File: config.mk
export PLATFORM = sky130hd
export DESIGN_NAME = lhis_mul
export DESIGN_NICKNAME = d
export VERILOG_FILES = /design/src/hw/rtl/lhis_pkg.sv /design/src/hw/rtl/lhis_mul.sv
export SDC_FILE = /design/constraint.sdc
export NUM_CORES = 2
export LEC_CHECK = 0
export BUFFER_PORTS_ARGS = -buffer_cell sky130_fd_sc_hd__clkbuf_2
export CORE_AREA = 5 5 339 341
export CTS_BUF_LIST = sky130_fd_sc_hd__clkbuf_4 sky130_fd_sc_hd__clkbuf_8
export CTS_CLUSTER_DIAMETER = 120
export DETAILED_ROUTE_END_ITERATION = 16
export DIE_AREA = 0 0 344 346
export GPL_TIMING_DRIVEN = 0
export PLACE_DENSITY = 0.66
export SLEW_MARGIN = 15
export SYNTH_ARGS = -nofsm -noshare
export SYNTH_HDL_FRONTEND = slang
export SYNTH_SLANG_ARGS = --single-unit
File: constraint.sdc
create_clock -name aclk -period 24.6 [get_ports aclk]
set_input_delay 4.92 -clock aclk [delete_from_list [all_inputs] [get_ports aclk]]
set_output_delay 4.92 -clock aclk [all_outputs]
set_load 0.05 [all_outputs]
File: src/hw/rtl/lhis_pkg.sv
`default_nettype none

package lhis_pkg;

    // Word and operand widths
    localparam int FRAC_BITS = 32;
    localparam int POS_W     = 40;   // state and coefficient words
    localparam int STEP_W    = 32;   // step size h, unsigned
    localparam int WIDE_W    = 61;   // saturated product / derivative range
    localparam int DSUM_W    = 62;   // d1 + d2, exact
    localparam int ACC_W     = 64;   // derivative term accumulator
    localparam int MUL_A_W   = 62;
    localparam int MUL_B_W   = 48;
    localparam int DIGIT_W   = MUL_B_W / 2;
    localparam int A_DIGIT_W = MUL_A_W / 2;
    localparam int DPROD_W   = A_DIGIT_W + DIGIT_W + 2;   // one signed digit product
    localparam int PROD_W    = MUL_A_W + MUL_B_W;
    localparam int SHR_W     = PROD_W - FRAC_BITS;
    localparam int CFG_IDX_W = 3;

    // Configuration register indexes
    localparam logic [CFG_IDX_W-1:0] REG_STEP_SIZE = 3'd0;
    localparam logic [CFG_IDX_W-1:0] REG_SIGMA     = 3'd1;
    localparam logic [CFG_IDX_W-1:0] REG_RHO       = 3'd2;
    localparam logic [CFG_IDX_W-1:0] REG_BETA      = 3'd3;
    localparam logic [CFG_IDX_W-1:0] REG_INIT_X    = 3'd4;
    localparam logic [CFG_IDX_W-1:0] REG_INIT_Y    = 3'd5;
    localparam logic [CFG_IDX_W-1:0] REG_INIT_Z    = 3'd6;

    // Reset values
    localparam logic [STEP_W-1:0]       RST_STEP_SIZE = 32'd429497;
    localparam logic signed [POS_W-1:0] RST_SIGMA     = 40'sd42949672960;
    localparam logic signed [POS_W-1:0] RST_RHO       = 40'sd120259084288;
    localparam logic signed [POS_W-1:0] RST_BETA      = 40'sd11453246123;
    localparam logic signed [POS_W-1:0] RST_INIT_X    = 40'sd9019431322;
    localparam logic signed [POS_W-1:0] RST_INIT_Y    = 40'sd6442450944;
    localparam logic signed [POS_W-1:0] RST_INIT_Z    = 40'sd64424509440;

    // Micro-op within one derivative/update phase
    localparam logic [2:0] OP_SIGMA_DYX = 3'd0;  // sigma*(y-x)
    localparam logic [2:0] OP_RHO_X     = 3'd1;  // rho*x - y
    localparam logic [2:0] OP_X_Z       = 3'd2;  // ... - x*z
    localparam logic [2:0] OP_X_Y       = 3'd3;  // x*y
    localparam logic [2:0] OP_BETA_Z    = 3'd4;  // ... - beta*z
    localparam logic [2:0] OP_H_DX      = 3'd5;  // h*dx, update x
    localparam logic [2:0] OP_H_DY      = 3'd6;
    localparam logic [2:0] OP_H_DZ      = 3'd7;

    // Partial product order within one multiply
    localparam logic [1:0] MUL_HH = 2'd0;  // a high digit * b high digit
    localparam logic [1:0] MUL_LH = 2'd1;  // a low digit * b high digit
    localparam logic [1:0] MUL_HL = 2'd2;  // a high digit * b low digit
    localparam logic [1:0] MUL_LL = 2'd3;  // a low digit * b low digit

    // Multiplier control
    typedef struct packed {
        logic start;
        logic shr33;   // shift by FRAC_BITS+1 instead of FRAC_BITS
    } mul_ctrl_t;

    // Clamp to the wide range [-2^60, 2^60-1]
    function automatic logic signed [WIDE_W-1:0] sat_wide(input logic signed [SHR_W-1:0] v);
        logic all_one;
        logic all_zero;
        all_one  = &v[SHR_W-1:WIDE_W-1];
        all_zero = ~|v[SHR_W-1:WIDE_W-1];
        if (all_one || all_zero) begin
            return v[WIDE_W-1:0];
        end else if (v[SHR_W-1]) begin
            return {1'b1, {(WIDE_W-1){1'b0}}};
        end else begin
            return {1'b0, {(WIDE_W-1){1'b1}}};
        end
    endfunction

    // Clamp to the 40-bit state range
    function automatic logic signed [POS_W-1:0] sat_pos(input logic signed [DSUM_W:0] v);
        logic all_one;
        logic all_zero;
        all_one  = &v[DSUM_W:POS_W-1];
        all_zero = ~|v[DSUM_W:POS_W-1];
        if (all_one || all_zero) begin
            return v[POS_W-1:0];
        end else if (v[DSUM_W]) begin
            return {1'b1, {(POS_W-1){1'b0}}};
        end else begin
            return {1'b0, {(POS_W-1){1'b1}}};
        end
    endfunction

endpackage

`default_nettype wire

File: src/hw/rtl/lhis_mul.sv
`default_nettype none

// Signed 62x48 multiply as four 32x25 digit products on one multiplier,
// high digits first, then floor shift and saturation.
// done rises together with the registered saturated result.
module lhis_mul import lhis_pkg::*; (
    input  wire logic                       aclk,
    input  wire logic                       aresetn,
    input  wire mul_ctrl_t                  ctrl,
    input  wire logic signed [MUL_A_W-1:0]  a,
    input  wire logic signed [MUL_B_W-1:0]  b,
    output logic                            done,
    output logic signed [WIDE_W-1:0]        res
);

    logic signed [MUL_A_W-1:0]   a_reg;
    logic signed [MUL_B_W-1:0]   b_reg;
    logic                        shr33_reg;
    logic signed [PROD_W-1:0]    acc_reg;
    logic signed [PROD_W-1:0]    acc_next;
    logic [1:0]                  step_reg;
    logic                        run_reg;
    logic                        fin_pend_reg;
    logic                        done_reg;
    logic signed [WIDE_W-1:0]    res_reg;

    logic [1:0]                  step;
    logic signed [MUL_A_W-1:0]   a_src;
    logic signed [MUL_B_W-1:0]   b_src;
    logic signed [A_DIGIT_W:0]   dig_a;
    logic signed [DIGIT_W:0]     dig_b;
    logic signed [DPROD_W-1:0]   prod;
    logic signed [SHR_W-1:0]     shr_val;

    // First digit product uses the live operands, the rest the captured ones
    assign step  = ctrl.start ? MUL_HH : step_reg;
    assign a_src = ctrl.start ? a : a_reg;
    assign b_src = ctrl.start ? b : b_reg;

    // Digit select: high digits signed, low digits unsigned
    always_comb begin
        case (step)
            MUL_HH: begin
                dig_a = $signed({a_src[MUL_A_W-1], a_src[MUL_A_W-1:A_DIGIT_W]});
                dig_b = $signed({b_src[MUL_B_W-1], b_src[MUL_B_W-1:DIGIT_W]});
            end
            MUL_LH: begin
                dig_a = $signed({1'b0, a_src[A_DIGIT_W-1:0]});
                dig_b = $signed({b_src[MUL_B_W-1], b_src[MUL_B_W-1:DIGIT_W]});
            end
            MUL_HL: begin
                dig_a = $signed({a_src[MUL_A_W-1], a_src[MUL_A_W-1:A_DIGIT_W]});
                dig_b = $signed({1'b0, b_src[DIGIT_W-1:0]});
            end
            default: begin
                dig_a = $signed({1'b0, a_src[A_DIGIT_W-1:0]});
                dig_b = $signed({1'b0, b_src[DIGIT_W-1:0]});
            end
        endcase
    end

    assign prod = dig_a * dig_b;

    // a*b_hi built first, then shifted up and the b_lo products added
    always_comb begin
        case (step)
            MUL_HH:  acc_next = PROD_W'(prod);
            MUL_LH:  acc_next = (acc_reg <<< A_DIGIT_W) + PROD_W'(prod);
            MUL_HL:  acc_next = (acc_reg <<< DIGIT_W) + (PROD_W'(prod) <<< A_DIGIT_W);
            default: acc_next = acc_reg + PROD_W'(prod);
        endcase
    end

    // Floor shift of the exact product
    assign shr_val = shr33_reg ? {acc_reg[PROD_W-1], acc_reg[PROD_W-1:FRAC_BITS+1]}
                               : acc_reg[PROD_W-1:FRAC_BITS];

    // Datapath
    always_ff @(posedge aclk) begin
        if (ctrl.start) begin
            a_reg     <= a;
            b_reg     <= b;
            shr33_reg <= ctrl.shr33;
        end
        if (ctrl.start || run_reg) begin
            acc_reg <= acc_next;
        end
        if (fin_pend_reg) begin
            res_reg <= sat_wide(shr_val);
        end
    end

    // Control
    always_ff @(posedge aclk) begin
        if (!aresetn) begin
            run_reg      <= 1'b0;
            step_reg     <= MUL_HH;
            fin_pend_reg <= 1'b0;
            done_reg     <= 1'b0;
        end else begin
            fin_pend_reg <= run_reg && (step_reg == MUL_LL);
            done_reg     <= fin_pend_reg;
            if (ctrl.start) begin
                run_reg  <= 1'b1;
                step_reg <= MUL_LH;
            end else if (run_reg) begin
                step_reg <= step_reg + 2'd1;
                if (step_reg == MUL_LL) begin
                    run_reg <= 1'b0;
                end
            end
        end
    end

    assign done = done_reg;
    assign res  = res_reg;

endmodule

`default_nettype wire

==> metrics.md <==
| Metric | Value |
|---|---|
| Post-Synthesis Cell Area | `55400 um2` |
| Path type of the worst min-delay path | `reg -> reg` |
| Synth Area per Inst | `8.51 um2` |
| Worst-path clk slew | `60 ps` |
| Worst Skew | `48.7 ps` |
| Top_reg_cell synth | `edfxtp_1` |
| Critical Path Fanout Max | `10` |
| Die Height | `346 um` |
| Final setup fails | `0` |
| CTS tree | `done` |
| Detail Route Antenna Nets | `0` |
| Post_cts resized | `0` |
| Status | `complete, no violations` |
| Setup bufs post-CTS | `0` |
| Seq cells post-synth | `287` |
| Via/cell ratio | `6.27` |
| Detailed placement HPWL | `199000 um` |
| Max Clk Rate | `45.7 MHz` |
| Final Cycle Share | `88.9%` |
| Max-slew violations | `0` |
| DRT Pass-1 Iters | `8` |
| Placer Congestion | `1.12` |
| CTS Sinks | `287` |
| Clock root cell | `clkbuf_8` |
| Largest net degree at the start of global routing | `55` |
| RSZ-0062 raised after global routing | `false` |
| Post-synth EDFFs | `172` |
| Rel. slew slack | `8.58%` |
| Async S/R FF share, synth | `0%` |
| Vias in the first global route | `51500` |
| Commonest non-fill, non-tap cell in the layout | `inv_1` |
| IO buf count | `175` |
| Synth top area cells | `fa_1 30%, edfxtp_1 9.3%, ha_1 8.5%` |
| Vias | `52100` |
| Synth Net Count | `7827` |
| Most used cell, CP | `fa_1` |
| Remaining DRCs | `0` |
| Hold-fix buffers, CTS | `0` |
| Critical path data required time | `25050 ps` |
| Commonest non-fill, non-tap cells in the layout | `898 x inv_1, 822 x fa_1, 746 x nand2_1, 584 x nor2_1, 478 x a21oi_1` |
| Die width | `344 um` |
| Final #Nets | `8078` |
| DR iter-0 viols | `5824` |
| Pre-CTS setup slack | `2830 ps` |
| Worst setup SP type | `primary input` |
| Io pins | `176` |
| Crit Path Class | `in -> reg` |
| Antenna violations before repair | `12` |
| First-pass GRT wire length | `345000 um` |
| Fill cell count | `10700` |
| Core ar. | `112000 um2` |
| Arrival @ worst endpoint | `22320 ps` |
| Fin crit period | `21870 ps` |
| Num CTS Buffers | `57` |
| Total global routing overflow | `0` |
| Final worst setup slack | `2730 ps` |
| Fin. Hold Viols | `0` |
| Post-synth cell types | `105` |
| Number of max-cap violations | `0` |
| Initial Util | `49.7%` |
| Share of cells above drive strength 1 | `8.02%` |
| Yosys top cell area share | `29.7%` |
| Least-Margin Pin Slew | `1370 ps` |
| Synth-to-Final Area Change | `7.94%` |
| Clock Latency Late Sink | `790 ps` |
| Avg WL per Cell | `28.9 um` |
| CP Capture Type | `flop` |
| Total Routed Length | `241000 um` |
| Slowest Stage Delay on Critical Path | `1030 ps` |
| H-tree Lvls | `2` |
| DIE AREA | `119000 um2` |
| Sequential area share after synthesis | `13.5%` |
| Critical path's slowest cell | `clkbuf_1` |
| Synth Warn # | `0` |
| Number of flip-flops in the largest register | `110` |
| FP Rows | `123` |
| Max Root-Sink Buffers | `3` |
| Synth Instances | `6513` |
| Area leader, netlist | `fa_1` |
| Total Routing Usage GR | `39.5%` |
## layout make-up
type                       count  area, um2  area share (%)
multi-input combinational   5004      43400            72.6
sequential                   287       7470            12.5
inverter                     898       3370            5.64
tap                         1500       1880            3.14
buffer                       324       1290            2.16
timing repair buffer         192       1140            1.91
clock buffer                  76        958            1.60
clock inverter                28        272           0.454
antenna                        9       22.5          0.0377
## worst paths after layout
check,startpoint,end,slack (ps),cells after the start
worst max-delay path,ctrl[1],acc_reg[95],2730,43
worst min register to register,a_reg[39],a_reg[39],470,1
worst max register to register,step_reg[0],acc_reg[95],6680,42
worst min-delay path,a_reg[39],a_reg[39],470,1
## metrics by stage
stage / std cells / setup TNS, ps / hold WS [ps] / util (%) / instance area, um2
CTS: 8309 / 0 / 471 / 53.6 / 59800
floorplan: 6513 / 0 / 444 / - / 55400
global placement: 8188 / -6500 / 451 / 52.1 / 58200
finish: 8318 / 0 / 470 / 53.6 / 59800
detailed placement: 8205 / 0 / 456 / 52.5 / 58500
global route: 8310 / 0 / 480 / 53.6 / 59800
## per-layer routing
metal | global-route usage (%) | wire length (um) | vias to the layer above
met5 | 0 | 46 | -
met4 | 29.1 | 23600 | 6
met3 | 10.7 | 27700 | 958
met2 | 59.2 | 102000 | 3463
met1 | 49.0 | 87500 | 25500
li1 | - | - | 22200
## logic make-up (layout without fill, tap and decap cells)
group | Yosys count | after routing | share of synthesized area, %
compound gates | 1480 | 1480 | 17.0
xor+xnor | 298 | 298 | 4.71
fa+ha+maj | 1200 | 1200 | 38.2
buf+inv | 1222 | 1518 | 8.39
flops | 287 | 287 | 13.5
mux | 186 | 186 | 3.60
other cells | 0 | 9 | 0
simple gates | 1840 | 1840 | 14.5
## critical path, delay by kind of cell
kind | cells | cell delay (ps)
AOI/OAI and AO/OA | 12 | 4640
adders and majority gates | 9 | 4470
buffers and inverters | 10 | 4150
and+or+nand+nor | 10 | 2910
xor gates and xnor gates | 2 | 1120
## synthesized netlist by cell type, types with 88 or more instances
library cell  count
a21o_1          125
a21oi_1         478
clkbuf_1        271
dfxtp_1         115
edfxtp_1        172
fa_1            822
ha_1            378
inv_1           898
mux2_2          108
nand2_1         747
nand4_1          99
nor2_1          587
o21a_1           88
o21ai_0         276
xnor2_1         201
xor2_1           97
Power is not shown: default switching activity piles up to over one toggle a cycle in this logic, so the estimate is an artifact.
